## src/design/bsc_pkg.sv

```systemverilog
// Package for the barometric sensor compensation block.
// Holds register indexes, operation codes and constants; no dependencies.
`default_nettype none
package bsc_pkg;
   localparam int unsigned CSR_INDEX_WIDTH = 3;
   localparam int unsigned CSR_DATA_WIDTH = 32;

   localparam logic [CSR_INDEX_WIDTH-1:0] REG_PAIR_A = 3'd0;
   localparam logic [CSR_INDEX_WIDTH-1:0] REG_PAIR_B = 3'd1;
   localparam logic [CSR_INDEX_WIDTH-1:0] REG_PAIR_C = 3'd2;
   localparam logic [CSR_INDEX_WIDTH-1:0] REG_PAIR_D = 3'd3;
   localparam logic [CSR_INDEX_WIDTH-1:0] REG_PAIR_E = 3'd4;
   localparam logic [CSR_INDEX_WIDTH-1:0] REG_OSS    = 3'd5;

   localparam logic OP_TEMPERATURE = 1'b0;
   localparam logic OP_PRESSURE    = 1'b1;

   localparam logic [31:0] B6_OFFSET   = 32'd4000;
   localparam logic [31:0] C_3038      = 32'd3038;
   localparam logic [31:0] C_M7357     = 32'hFFFF_E343;
   localparam logic [31:0] C_3791      = 32'd3791;
   localparam logic [31:0] C_50000     = 32'd50000;
   localparam logic [31:0] SIGN_BIT    = 32'h8000_0000;
   localparam logic [31:0] C_32768     = 32'd32768;
   localparam logic [17:0] PRESSURE_MAX = 18'h3FFFF;
endpackage
`default_nettype wire

```

## src/design/bsc_stream_if.sv

```systemverilog
// Valid/ready channel interfaces for the compensation block.
// Depends on nothing; payload widths follow the item fields.
`default_nettype none
interface bsc_req_if;
   logic        valid;
   logic        ready;
   logic        operation;
   logic [23:0] raw_sample;
   modport source (output valid, output operation, output raw_sample, input ready);
   modport sink (input valid, input operation, input raw_sample, output ready);
endinterface

interface bsc_rsp_if;
   logic               valid;
   logic               ready;
   logic               result_kind;
   logic signed [15:0] temperature_tenths;
   logic        [17:0] pressure_pa;
   logic               divide_fault;
   modport source (output valid, output result_kind, output temperature_tenths,
                   output pressure_pa, output divide_fault, input ready);
   modport sink (input valid, input result_kind, input temperature_tenths,
                 input pressure_pa, input divide_fault, output ready);
endinterface
`default_nettype wire

```

## src/design/bsc_divider.sv

```systemverilog
// Radix-2 restoring divider for 32-bit unsigned operands, one bit per cycle.
// Depends on bsc_pkg.
`default_nettype none
module bsc_divider (
   input  wire logic        clock,
   input  wire logic        reset,
   input  wire logic        start,
   input  wire logic [31:0] dividend,
   input  wire logic [31:0] divisor,
   output logic             done,
   output logic [31:0]      quotient
);
   import bsc_pkg::*;

   logic [31:0] rem_ff, rem_in;
   logic [31:0] quo_ff, quo_in;
   logic [31:0] den_ff, den_in;
   logic [5:0]  cnt_ff, cnt_in;
   logic        busy_ff, busy_in;
   logic        done_ff, done_in;
   logic [32:0] trial;

   always_comb begin
      rem_in  = rem_ff;
      quo_in  = quo_ff;
      den_in  = den_ff;
      cnt_in  = cnt_ff;
      busy_in = busy_ff;
      done_in = 1'b0;
      trial   = {rem_ff, quo_ff[31]} - {1'b0, den_ff};
      if (start) begin
         rem_in  = '0;
         quo_in  = dividend;
         den_in  = divisor;
         cnt_in  = 6'd32;
         busy_in = 1'b1;
      end else if (busy_ff) begin
         if (!trial[32]) begin
            rem_in = trial[31:0];
            quo_in = {quo_ff[30:0], 1'b1};
         end else begin
            rem_in = {rem_ff[30:0], quo_ff[31]};
            quo_in = {quo_ff[30:0], 1'b0};
         end
         cnt_in = cnt_ff - 6'd1;
         if (cnt_ff == 6'd1) begin
            busy_in = 1'b0;
            done_in = 1'b1;
         end
      end
   end

   always_ff @(posedge clock) begin
      if (reset) begin
         busy_ff <= 1'b0;
         done_ff <= 1'b0;
         cnt_ff  <= '0;
      end else begin
         busy_ff <= busy_in;
         done_ff <= done_in;
         cnt_ff  <= cnt_in;
      end
      rem_ff <= rem_in;
      quo_ff <= quo_in;
      den_ff <= den_in;
   end

   assign done     = done_ff;
   assign quotient = quo_ff;

   assert property (@(posedge clock) disable iff (reset) done_ff |-> !busy_ff)
      else $error("divider done while busy");
   assert property (@(posedge clock) disable iff (reset) busy_ff |-> cnt_ff != 6'd0)
      else $error("divider busy with zero count");
   assert property (@(posedge clock) disable iff (reset) done_ff |-> $past(cnt_ff) == 6'd1)
      else $error("divider finished early");
endmodule
`default_nettype wire

```

## src/design/barometric_sensor_compensation.sv

```systemverilog
// Top level of the barometric sensor compensation block.
// Depends on bsc_pkg, bsc_stream_if and bsc_divider.
//
// Compensates raw temperature and pressure conversions with the standard
// integer algorithm, using calibration pairs written through the csr port.
// One item is taken at a time: req.ready is high only while the sequencer
// is idle. A finished item waits in the sequencer until the output register
// is free, so a stalled result also blocks the next input.
// A zero divisor skips the division. A result's timing is set by the shared
// 32x32 multiplier (low 32 bits of one product a cycle, registered) and the
// one-bit-a-cycle divider; any result stall adds to it. The temperature term
// is stored only after a good division; a zero divisor sets divide_fault.
`default_nettype none
module barometric_sensor_compensation (
   input  wire logic                                clock,
   input  wire logic                                reset,
   bsc_req_if.sink                                  req,
   bsc_rsp_if.source                                rsp,
   input  wire logic                                csr_write_enable,
   input  wire logic [bsc_pkg::CSR_INDEX_WIDTH-1:0] csr_index,
   input  wire logic [bsc_pkg::CSR_DATA_WIDTH-1:0]  csr_write_data
);
   import bsc_pkg::*;

   typedef enum logic [7:0] {
      S_IDLE  = 8'b0000_0001,
      S_MUL   = 8'b0000_0010,
      S_DIVW  = 8'b0000_0100,
      S_DONE  = 8'b0000_1000,
      S_CLAMP = 8'b0001_0000
   } state_type;

   // calibration
   logic [31:0] pair_a_ff, pair_b_ff, pair_c_ff, pair_d_ff, pair_e_ff;
   logic [1:0]  oss_ff;
   logic [31:0] b5_ff, b5_in;

   state_type   state_ff, state_in;
   logic [4:0]  step_ff, step_in;
   logic        op_ff, op_in;
   logic [23:0] raw_ff, raw_in;

   // working registers
   logic [31:0] r0_ff, r0_in, r1_ff, r1_in, r2_ff, r2_in, r3_ff, r3_in;
   logic [31:0] r4_ff, r4_in, r5_ff, r5_in;
   logic [31:0] prod_ff;
   logic [31:0] mul_a, mul_b;
   logic [31:0] mul_full;

   logic        div_start;
   logic [31:0] div_n, div_d, div_q;
   logic        div_done;
   logic        neg_ff, neg_in;

   logic        rsp_valid_ff, rsp_valid_in;
   logic        rsp_kind_ff, rsp_kind_in;
   logic [15:0] rsp_temp_ff, rsp_temp_in;
   logic [17:0] rsp_pres_ff, rsp_pres_in;
   logic        rsp_fault_ff, rsp_fault_in;

   function automatic logic [31:0] sx16(input logic [15:0] h);
      return {{16{h[15]}}, h};
   endfunction

   function automatic logic [31:0] asr(input logic [31:0] x, input logic [4:0] n);
      return 32'($signed(x) >>> n);
   endfunction

   function automatic logic [31:0] absv(input logic [31:0] x);
      return x[31] ? 32'd0 - x : x;
   endfunction

   logic [31:0] ac1, ac2, ac3, ac4, ac5, ac6, b1, b2, mc, md;
   assign ac1 = sx16(pair_a_ff[31:16]);
   assign ac2 = sx16(pair_a_ff[15:0]);
   assign ac3 = sx16(pair_b_ff[31:16]);
   assign ac4 = {16'd0, pair_b_ff[15:0]};
   assign ac5 = {16'd0, pair_c_ff[31:16]};
   assign ac6 = {16'd0, pair_c_ff[15:0]};
   assign b1  = sx16(pair_d_ff[31:16]);
   assign b2  = sx16(pair_d_ff[15:0]);
   assign mc  = sx16(pair_e_ff[31:16]);
   assign md  = sx16(pair_e_ff[15:0]);

   // Only the low 32 bits of a product are ever used.
   assign mul_full = mul_a * mul_b;

   bsc_divider u_div (
      .clock    (clock),
      .reset    (reset),
      .start    (div_start),
      .dividend (div_n),
      .divisor  (div_d),
      .done     (div_done),
      .quotient (div_q)
   );

   assign req.ready = (state_ff == S_IDLE);

   // Sequencer: a step may feed the multiplier and may fold the previous
   // registered product into a working register.
   always_comb begin
      state_in     = state_ff;
      step_in      = step_ff;
      op_in        = op_ff;
      raw_in       = raw_ff;
      b5_in        = b5_ff;
      r0_in = r0_ff; r1_in = r1_ff; r2_in = r2_ff;
      r3_in = r3_ff; r4_in = r4_ff; r5_in = r5_ff;
      neg_in       = neg_ff;
      mul_a        = '0;
      mul_b        = '0;
      div_start    = 1'b0;
      div_n        = '0;
      div_d        = '0;
      rsp_valid_in = rsp_valid_ff;
      rsp_kind_in  = rsp_kind_ff;
      rsp_temp_in  = rsp_temp_ff;
      rsp_pres_in  = rsp_pres_ff;
      rsp_fault_in = rsp_fault_ff;
      if (rsp_valid_ff && rsp.ready) begin
         rsp_valid_in = 1'b0;
      end
      case (state_ff)
         S_IDLE: begin
            if (req.valid && req.ready) begin
               op_in    = req.operation;
               raw_in   = req.raw_sample;
               step_in  = '0;
               state_in = S_MUL;
            end
         end
         S_MUL: begin
            step_in = step_ff + 5'd1;
            if (op_ff == OP_TEMPERATURE) begin
               case (step_ff)
                  5'd0: begin
                     mul_a = {16'd0, raw_ff[15:0]} - ac6; mul_b = ac5;
                  end
                  5'd1: begin
                     mul_a = mc; mul_b = 32'd2048;
                     r0_in = asr(prod_ff, 5'd15);        // x1
                  end
                  5'd2: begin
                     r1_in = prod_ff;                    // mc*2048
                     r2_in = r0_ff + md;                 // den
                     if (r0_ff + md == 32'd0) begin
                        state_in = S_DONE;
                        r5_in    = 32'd1;
                     end else begin
                        div_start = 1'b1;
                        div_n     = absv(prod_ff);
                        div_d     = absv(r0_ff + md);
                        neg_in    = prod_ff[31] ^ (r0_ff[31:0] + md >= SIGN_BIT);
                        r5_in     = 32'd0;
                        state_in  = S_DIVW;
                     end
                  end
                  default: state_in = S_DONE;
               endcase
            end else begin
               case (step_ff)
                  5'd0: begin
                     r0_in = b5_ff - B6_OFFSET;          // b6
                     r1_in = {8'd0, raw_ff} >> (4'd8 - {2'd0, oss_ff}); // up
                  end
                  5'd1: begin mul_a = r0_ff; mul_b = r0_ff; end
                  5'd2: begin
                     r2_in = asr(prod_ff, 5'd12);        // sq
                     mul_a = ac2; mul_b = r0_ff;
                  end
                  5'd3: begin
                     r3_in = asr(prod_ff, 5'd11);        // ac2*b6 >> 11
                     mul_a = b2; mul_b = r2_ff;
                  end
                  5'd4: begin
                     r3_in = r3_ff + asr(prod_ff, 5'd11); // x3
                     mul_a = ac3; mul_b = r0_ff;
                  end
                  5'd5: begin
                     r4_in = asr(prod_ff, 5'd13);
                     mul_a = b1; mul_b = r2_ff;
                     // b3
                     r3_in = asr(((ac1 << 2) + r3_ff << oss_ff) + 32'd2, 5'd2);
                  end
                  5'd6: begin
                     r4_in = asr(r4_ff + asr(prod_ff, 5'd16) + 32'd2, 5'd2);
                  end
                  5'd7: begin
                     mul_a = ac4; mul_b = r4_ff + C_32768;
                  end
                  5'd8: begin
                     r4_in = prod_ff >> 15;              // b4
                     mul_a = r1_ff - r3_ff; mul_b = C_50000 >> oss_ff;
                  end
                  5'd9: begin
                     r2_in = prod_ff;                    // b7
                     if (r4_ff == 32'd0) begin
                        r5_in    = 32'd1;
                        state_in = S_DONE;
                     end else begin
                        r5_in     = 32'd0;
                        div_start = 1'b1;
                        div_n     = prod_ff[31] ? prod_ff : prod_ff << 1;
                        div_d     = r4_ff;
                        neg_in    = prod_ff[31];
                        state_in  = S_DIVW;
                     end
                  end
                  5'd10: begin
                     mul_a = asr(r0_ff, 5'd8); mul_b = asr(r0_ff, 5'd8);
                  end
                  5'd11: begin mul_a = prod_ff; mul_b = C_3038; end
                  5'd12: begin
                     r1_in = asr(prod_ff, 5'd16);
                     mul_a = C_M7357; mul_b = r0_ff;
                  end
                  5'd13: begin
                     r0_in = r0_ff + asr(r1_ff + asr(prod_ff, 5'd16) + C_3791, 5'd4);
                     state_in = S_CLAMP;
                  end
                  default: state_in = S_DONE;
               endcase
            end
         end
         S_DIVW: begin
            if (div_done) begin
               if (op_ff == OP_TEMPERATURE) begin
                  b5_in    = r0_ff + (neg_ff ? 32'd0 - div_q : div_q);
                  r0_in    = r0_ff + (neg_ff ? 32'd0 - div_q : div_q);
                  state_in = S_DONE;
               end else begin
                  r0_in    = neg_ff ? div_q << 1 : div_q;  // p
                  step_in  = 5'd10;
                  state_in = S_MUL;
               end
            end
         end
         S_CLAMP: begin
            state_in = S_DONE;
         end
         S_DONE: begin
            // Hold until the output register is free or drains this cycle.
            if (!rsp_valid_ff || rsp.ready) begin
               rsp_valid_in = 1'b1;
               rsp_kind_in  = op_ff;
               rsp_fault_in = r5_ff[0];
               rsp_temp_in  = '0;
               rsp_pres_in  = '0;
               if (!r5_ff[0]) begin
                  if (op_ff == OP_TEMPERATURE) begin
                     rsp_temp_in = 16'(asr(r0_ff + 32'd8, 5'd4));
                  end else if (r0_ff[31]) begin
                     rsp_pres_in = '0;
                  end else if (r0_ff > {14'd0, PRESSURE_MAX}) begin
                     rsp_pres_in = PRESSURE_MAX;
                  end else begin
                     rsp_pres_in = r0_ff[17:0];
                  end
               end
               state_in = S_IDLE;
            end
         end
         default: state_in = S_IDLE;
      endcase
   end

   always_ff @(posedge clock) begin
      if (reset) begin
         state_ff     <= S_IDLE;
         rsp_valid_ff <= 1'b0;
         b5_ff        <= '0;
         pair_a_ff    <= '0;
         pair_b_ff    <= '0;
         pair_c_ff    <= '0;
         pair_d_ff    <= '0;
         pair_e_ff    <= '0;
         oss_ff       <= 2'd3;
         step_ff      <= '0;
      end else begin
         state_ff     <= state_in;
         rsp_valid_ff <= rsp_valid_in;
         b5_ff        <= b5_in;
         step_ff      <= step_in;
         if (csr_write_enable) begin
            case (csr_index)
               REG_PAIR_A: pair_a_ff <= csr_write_data;
               REG_PAIR_B: pair_b_ff <= csr_write_data;
               REG_PAIR_C: pair_c_ff <= csr_write_data;
               REG_PAIR_D: pair_d_ff <= csr_write_data;
               REG_PAIR_E: pair_e_ff <= csr_write_data;
               REG_OSS:    oss_ff    <= csr_write_data[1:0];
               default: ;
            endcase
         end
      end
      op_ff        <= op_in;
      raw_ff       <= raw_in;
      r0_ff <= r0_in; r1_ff <= r1_in; r2_ff <= r2_in;
      r3_ff <= r3_in; r4_ff <= r4_in; r5_ff <= r5_in;
      neg_ff       <= neg_in;
      prod_ff      <= mul_full;
      rsp_kind_ff  <= rsp_kind_in;
      rsp_temp_ff  <= rsp_temp_in;
      rsp_pres_ff  <= rsp_pres_in;
      rsp_fault_ff <= rsp_fault_in;
   end

   assign rsp.valid              = rsp_valid_ff;
   assign rsp.result_kind        = rsp_kind_ff;
   assign rsp.temperature_tenths = rsp_temp_ff;
   assign rsp.pressure_pa        = rsp_pres_ff;
   assign rsp.divide_fault       = rsp_fault_ff;

   assert property (@(posedge clock) disable iff (reset)
      rsp_valid_ff && !rsp.ready |=> rsp_valid_ff)
      else $error("result dropped while stalled");
   assert property (@(posedge clock) disable iff (reset)
      req.ready |-> state_ff == S_IDLE)
      else $error("ready outside idle");
   assert property (@(posedge clock) disable iff (reset)
      div_done |-> state_ff == S_DIVW)
      else $error("division result with no waiting step");
   assert property (@(posedge clock) disable iff (reset)
      rsp_valid_ff && rsp_fault_ff |-> rsp_pres_ff == 18'd0 && rsp_temp_ff == 16'd0)
      else $error("fault with nonzero result");
endmodule
`default_nettype wire

```

## src/flat_wrapper.sv

```systemverilog
// flat-port wrapper written by rule: the top's interface ports become plain ports
module barometric_sensor_compensation_flat import bsc_pkg::*;
  (clock, reset, csr_write_enable, csr_index, csr_write_data, req_valid, req_operation, req_raw_sample, req_ready, rsp_valid, rsp_result_kind, rsp_temperature_tenths, rsp_pressure_pa, rsp_divide_fault, rsp_ready);
  bsc_req_if req_i ();
  bsc_rsp_if rsp_i ();
  input  wire logic clock;
  input  wire logic reset;
  input  wire logic csr_write_enable;
  input  wire logic [bsc_pkg::CSR_INDEX_WIDTH-1:0] csr_index;
  input  wire logic [bsc_pkg::CSR_DATA_WIDTH-1:0] csr_write_data;
  input wire logic [$bits(req_i.valid)-1:0] req_valid;
  input wire logic [$bits(req_i.operation)-1:0] req_operation;
  input wire logic [$bits(req_i.raw_sample)-1:0] req_raw_sample;
  output wire logic [$bits(req_i.ready)-1:0] req_ready;
  output wire logic [$bits(rsp_i.valid)-1:0] rsp_valid;
  output wire logic [$bits(rsp_i.result_kind)-1:0] rsp_result_kind;
  output wire logic [$bits(rsp_i.temperature_tenths)-1:0] rsp_temperature_tenths;
  output wire logic [$bits(rsp_i.pressure_pa)-1:0] rsp_pressure_pa;
  output wire logic [$bits(rsp_i.divide_fault)-1:0] rsp_divide_fault;
  input wire logic [$bits(rsp_i.ready)-1:0] rsp_ready;
  assign req_i.valid = req_valid;
  assign req_i.operation = req_operation;
  assign req_i.raw_sample = req_raw_sample;
  assign req_ready = req_i.ready;
  assign rsp_valid = rsp_i.valid;
  assign rsp_result_kind = rsp_i.result_kind;
  assign rsp_temperature_tenths = rsp_i.temperature_tenths;
  assign rsp_pressure_pa = rsp_i.pressure_pa;
  assign rsp_divide_fault = rsp_i.divide_fault;
  assign rsp_i.ready = rsp_ready;
  barometric_sensor_compensation u_core (.clock(clock), .reset(reset), .req(req_i), .rsp(rsp_i), .csr_write_enable(csr_write_enable), .csr_index(csr_index), .csr_write_data(csr_write_data));
endmodule
```

## config.mk

```make
export PLATFORM = sky130hd
export DESIGN_NAME = barometric_sensor_compensation_flat
export DESIGN_NICKNAME = d
export VERILOG_FILES = /design/src/design/bsc_pkg.sv /design/src/design/bsc_stream_if.sv /design/src/design/bsc_divider.sv /design/src/design/barometric_sensor_compensation.sv /design/src/flat_wrapper.sv
export SDC_FILE = /design/constraint.sdc
export NUM_CORES = 2
export LEC_CHECK = 0
export BUFFER_PORTS_ARGS = -buffer_cell sky130_fd_sc_hd__buf_2
export CORE_MARGIN = 2
export CORE_UTILIZATION = 48
export CTS_BUF_LIST = sky130_fd_sc_hd__clkbuf_4 sky130_fd_sc_hd__clkbuf_8
export DETAILED_ROUTE_END_ITERATION = 8
export GPL_TIMING_DRIVEN = 0
export SLEW_MARGIN = 30
export SYNTH_ARGS = -nofsm -noshare
export SYNTH_HDL_FRONTEND = slang
export SYNTH_HIERARCHICAL = 1
export SYNTH_SLANG_ARGS = --single-unit
```

## constraint.sdc

```tcl
create_clock -name clock -period 15.8 [get_ports clock]
set_input_delay 1.58 -clock clock [delete_from_list [all_inputs] [get_ports clock]]
set_output_delay 1.58 -clock clock [all_outputs]
set_load 0.03 [all_outputs]
```

==> results.json <==
{
  "cts_tree": "built",
  "hold_class": "reg -> reg",
  "place_congestion": 1.06,
  "multi_input_area_um2": 42300,
  "slew_violations": 0,
  "slew_headroom": 0.219,
  "grt_setup_unrepaired": "no",
  "nFillCells": 12170,
  "ir_drop_v": 0.0000655,
  "ctsHoldBuffers": 0,
  "post_cts.repair.setup_buffers": 0,
  "cts_sinks": 562,
  "synth_area_um2": 60700,
  "timing.fmax_mhz": 68.2,
  "min_period_ns": 14.66,
  "synth-seq-cells": 562,
  "p_leak_nw": 28.0,
  "drive_above_1_share": 0.0789,
  "clk_latency_ns": 0.89,
  "hold_viol": 0,
  "synthFlopType": "edfxtp_1",
  "synth-adder-area-share": 0.238,
  "ys.warnings.count": 6,
  "synth_xor_area_frac": 0.0694,
  "synth_compound_area_frac": 0.173,
  "grt_pass1_vias": 55302,
  "power.total_mw": 5.70,
  "grt_max_degree": 44,
  "dr.pass1.iters": 8,
  "yosys.area_share.simple": 0.172,
  "wl_per_cell_um": 30.1,
  "drtIter0Drc": 7542,
  "drcViolationCount": 0,
  "start_util": 0.483,
  "synthArstFlopShare": 0,
  "io_buffers": 102,
  "antenna_found_initial": 24,
  "clockBufferDepth": 3,
  "worstSetupPathType": "reg -> reg",
  "final_net_count": 8490,
  "critPathRequiredTime_ns": 16.55,
  "area_delta_synth_final_pct": 9.86,
  "synth_edf_count": 285,
  "syn_area_per_cell_um2": 8.35,
  "syn_inst": 7267,
  "synth_common_cells": "nand2_1 (1041), inv_1 (786), nor2_1 (557), a21oi_1 (512), ha_1 (489)",
  "placed_area_um2": 64100,
  "critPathMaxFanout": 10,
  "status": "completed",
  "fin_ws_ns": 1.14,
  "tightest_slew_ns": 1.17,
  "die-area_um2": 129000,
  "hpwl_mm": 220,
  "synth_top_area_frac": 0.141,
  "synth_top_family_by_area": "adder cells",
  "design_area_um2": 66700,
  "wirelength_mm": 279,
  "setup_tns_ns": 0,
  "grt_util_met3": 0.104,
  "numCtsBuffers": 107,
  "cts-resized-gates": 0,
  "cpMostUsedCell": "xnor2_1",
  "postRouteAntennaNets": 0,
  "drv_cap": 0,
  "grt_use_total": 0.421,
  "pre_cts_slack_ns": 1.70,
  "overflow": 0,
  "cp-end-kind": "flip-flop",
  "rows": 130,
  "die_y_um": 360,
  "fin_crit_sh": 0.928,
  "dieWidth_um": 360,
  "setup_viol": 0,
  "synth.area.top_cells": "edfxtp_1 (14%), fa_1 (14%), ha_1 (10%)",
  "syn_nets": 8238,
  "synthMuxAreaShare": 0.0401,
  "power.density_nw_per_um2": 85.5,
  "crit_slowest_cell": "clkbuf_1",
  "dr_total_vias": 58221,
  "core-area_um2": 126000,
  "clkTransAtPathRegs_ns": 0.06,
  "use_met2": 0.635,
  "critPathMaxStageDelay_ns": 0.78,
  "ys_seq_area_frac": 0.232,
  "clockRootBuffer": "clkbuf_8",
  "yosysMostFrequentCell": "nand2_1",
  "synth_top_area_cell": "edfxtp_1",
  "vias_per_cell": 6.28,
  "cts.htree.levels": 3,
  "fin_skew_ns": 0.0711,
  "grt_busiest_layer": "met2",
  "cp-start-kind": "flip-flop",
  "synth_cell_type_count": 109,
  "cp_data_arrival_time_ns": 15.41,
  "regArea_um2": 14100,
  "grt_pass1_wl_mm": 393,
  "grtUsageMet1": 0.540,
  "ios": 103
}
worst max-delay path, delay by kind of cell (launching register included):
kind / cells / cell delay, ns
buffers and inverters: 11 / 4.29
flip-flops: 1 / 0.44
AO/OA/AOI/OAI: 2 / 0.58
XOR/XNOR: 19 / 4.28
adder cells (fa/ha/maj): 9 / 4.27
AND/OR/NAND/NOR: 3 / 0.69
power breakdown:
part / leakage, nW / switching [mW] / internal, mW
Combinational: 21.9 / 1.43 / 0.722
Sequential: 4.72 / 0.161 / 1.65
Clock: 1.31 / 0.774 / 0.960
Total: 28.0 / 2.37 / 3.34
per-stage QoR:
stage | hold WS [ns] | utilization | cells
2_1_floorplan | 0.424 | - | 7267
3_3_place_gp | 0.442 | 0.504 | 9019
3_5_place_dp | 0.448 | 0.510 | 9056
4_1_cts | 0.456 | 0.530 | 9259
5_1_grt | 0.471 | 0.531 | 9265
6_report | 0.456 | 0.531 | 9275
cell type report:
class / count / share of cell area
Sequential cell: 562 / 0.212
Clock buffer: 164 / 0.0305
Tap cell: 1650 / 0.0310
Buffer: 388 / 0.0242
Clock inverter: 39 / 0.00694
Timing Repair Buffer: 143 / 0.0164
Antenna cell: 12 / 0.000450
Inverter: 787 / 0.0443
Multi-Input combinational cell: 5530 / 0.634
flip-flops by register name, indices dropped and copies added (netlist names), 6 cells and up:
register,count
u_core/b5_ff,32
u_core/pair_a_ff,32
u_core/pair_b_ff,32
u_core/pair_c_ff,32
u_core/pair_d_ff,32
u_core/pair_e_ff,32
u_core/prod_ff,32
u_core/r0_ff,32
u_core/r1_ff,32
u_core/r2_ff,32
u_core/r3_ff,32
u_core/u_div/den_ff,32
u_core/u_div/quotient,32
u_core/u_div/rem_ff,32
u_core/r4_ff,30
u_core/raw_ff,24
u_core/rsp.pressure_pa,18
u_core/rsp.temperature_tenths,16
u_core/u_div/cnt_ff,6
placed cells by master (no fill, tap or decap), types with 34 or more instances in the layout:
cell type     n
dfxtp_1     263
edfxtp_1    285
a21o_1       92
o21bai_1     62
o21a_1       45
o21ai_0     320
o211ai_1     54
mux2i_1     116
a211oi_1     66
a22oi_1      86
a31oi_1      54
fa_1        417
clkbuf_8    129
nor2b_1      47
clkbuf_4     37
nand4_1      34
nor2_1      554
inv_1       786
xor2_1      144
xnor2_1     321
and3_1       47
a21oi_1     509
clkbuf_1    288
buf_2       123
nor3_1      130
ha_1        489
nand2b_1     83
nand2_1    1040
clkbuf_2     39
and2_1       38
or3_1        50
a221oi_1     42
nand3_1     149
mux2_2       53
metal layers:
| metal | share of wire | routed length (um) |
|---|---|---|
| met1 | 0.39 | 109000 |
| met2 | 0.42 | 118000 |
| met3 | 0.11 | 30300 |
| met4 | 0.078 | 21800 |
| met5 | 0.00056 | 155 |
final timing paths:
kind,start,to,slack (ns),cells past startpoint
setup reg to reg,u_core/step_ff[0],u_core/prod_ff[31],1.14,44
setup / recovery,u_core/step_ff[0],u_core/prod_ff[31],1.14,44
hold reg to reg,u_core/pair_c_ff[4],u_core/pair_c_ff[4],0.46,2
hold / removal,u_core/pair_c_ff[4],u_core/pair_c_ff[4],0.46,2
cell families after synthesis:
group,after synthesis
mux,199
buf+inv,1175
fa+ha+maj,906
simple gates,2332
flops,562
xor+xnor,471
compound gates,1622
(Power assumes the default switching activity.)
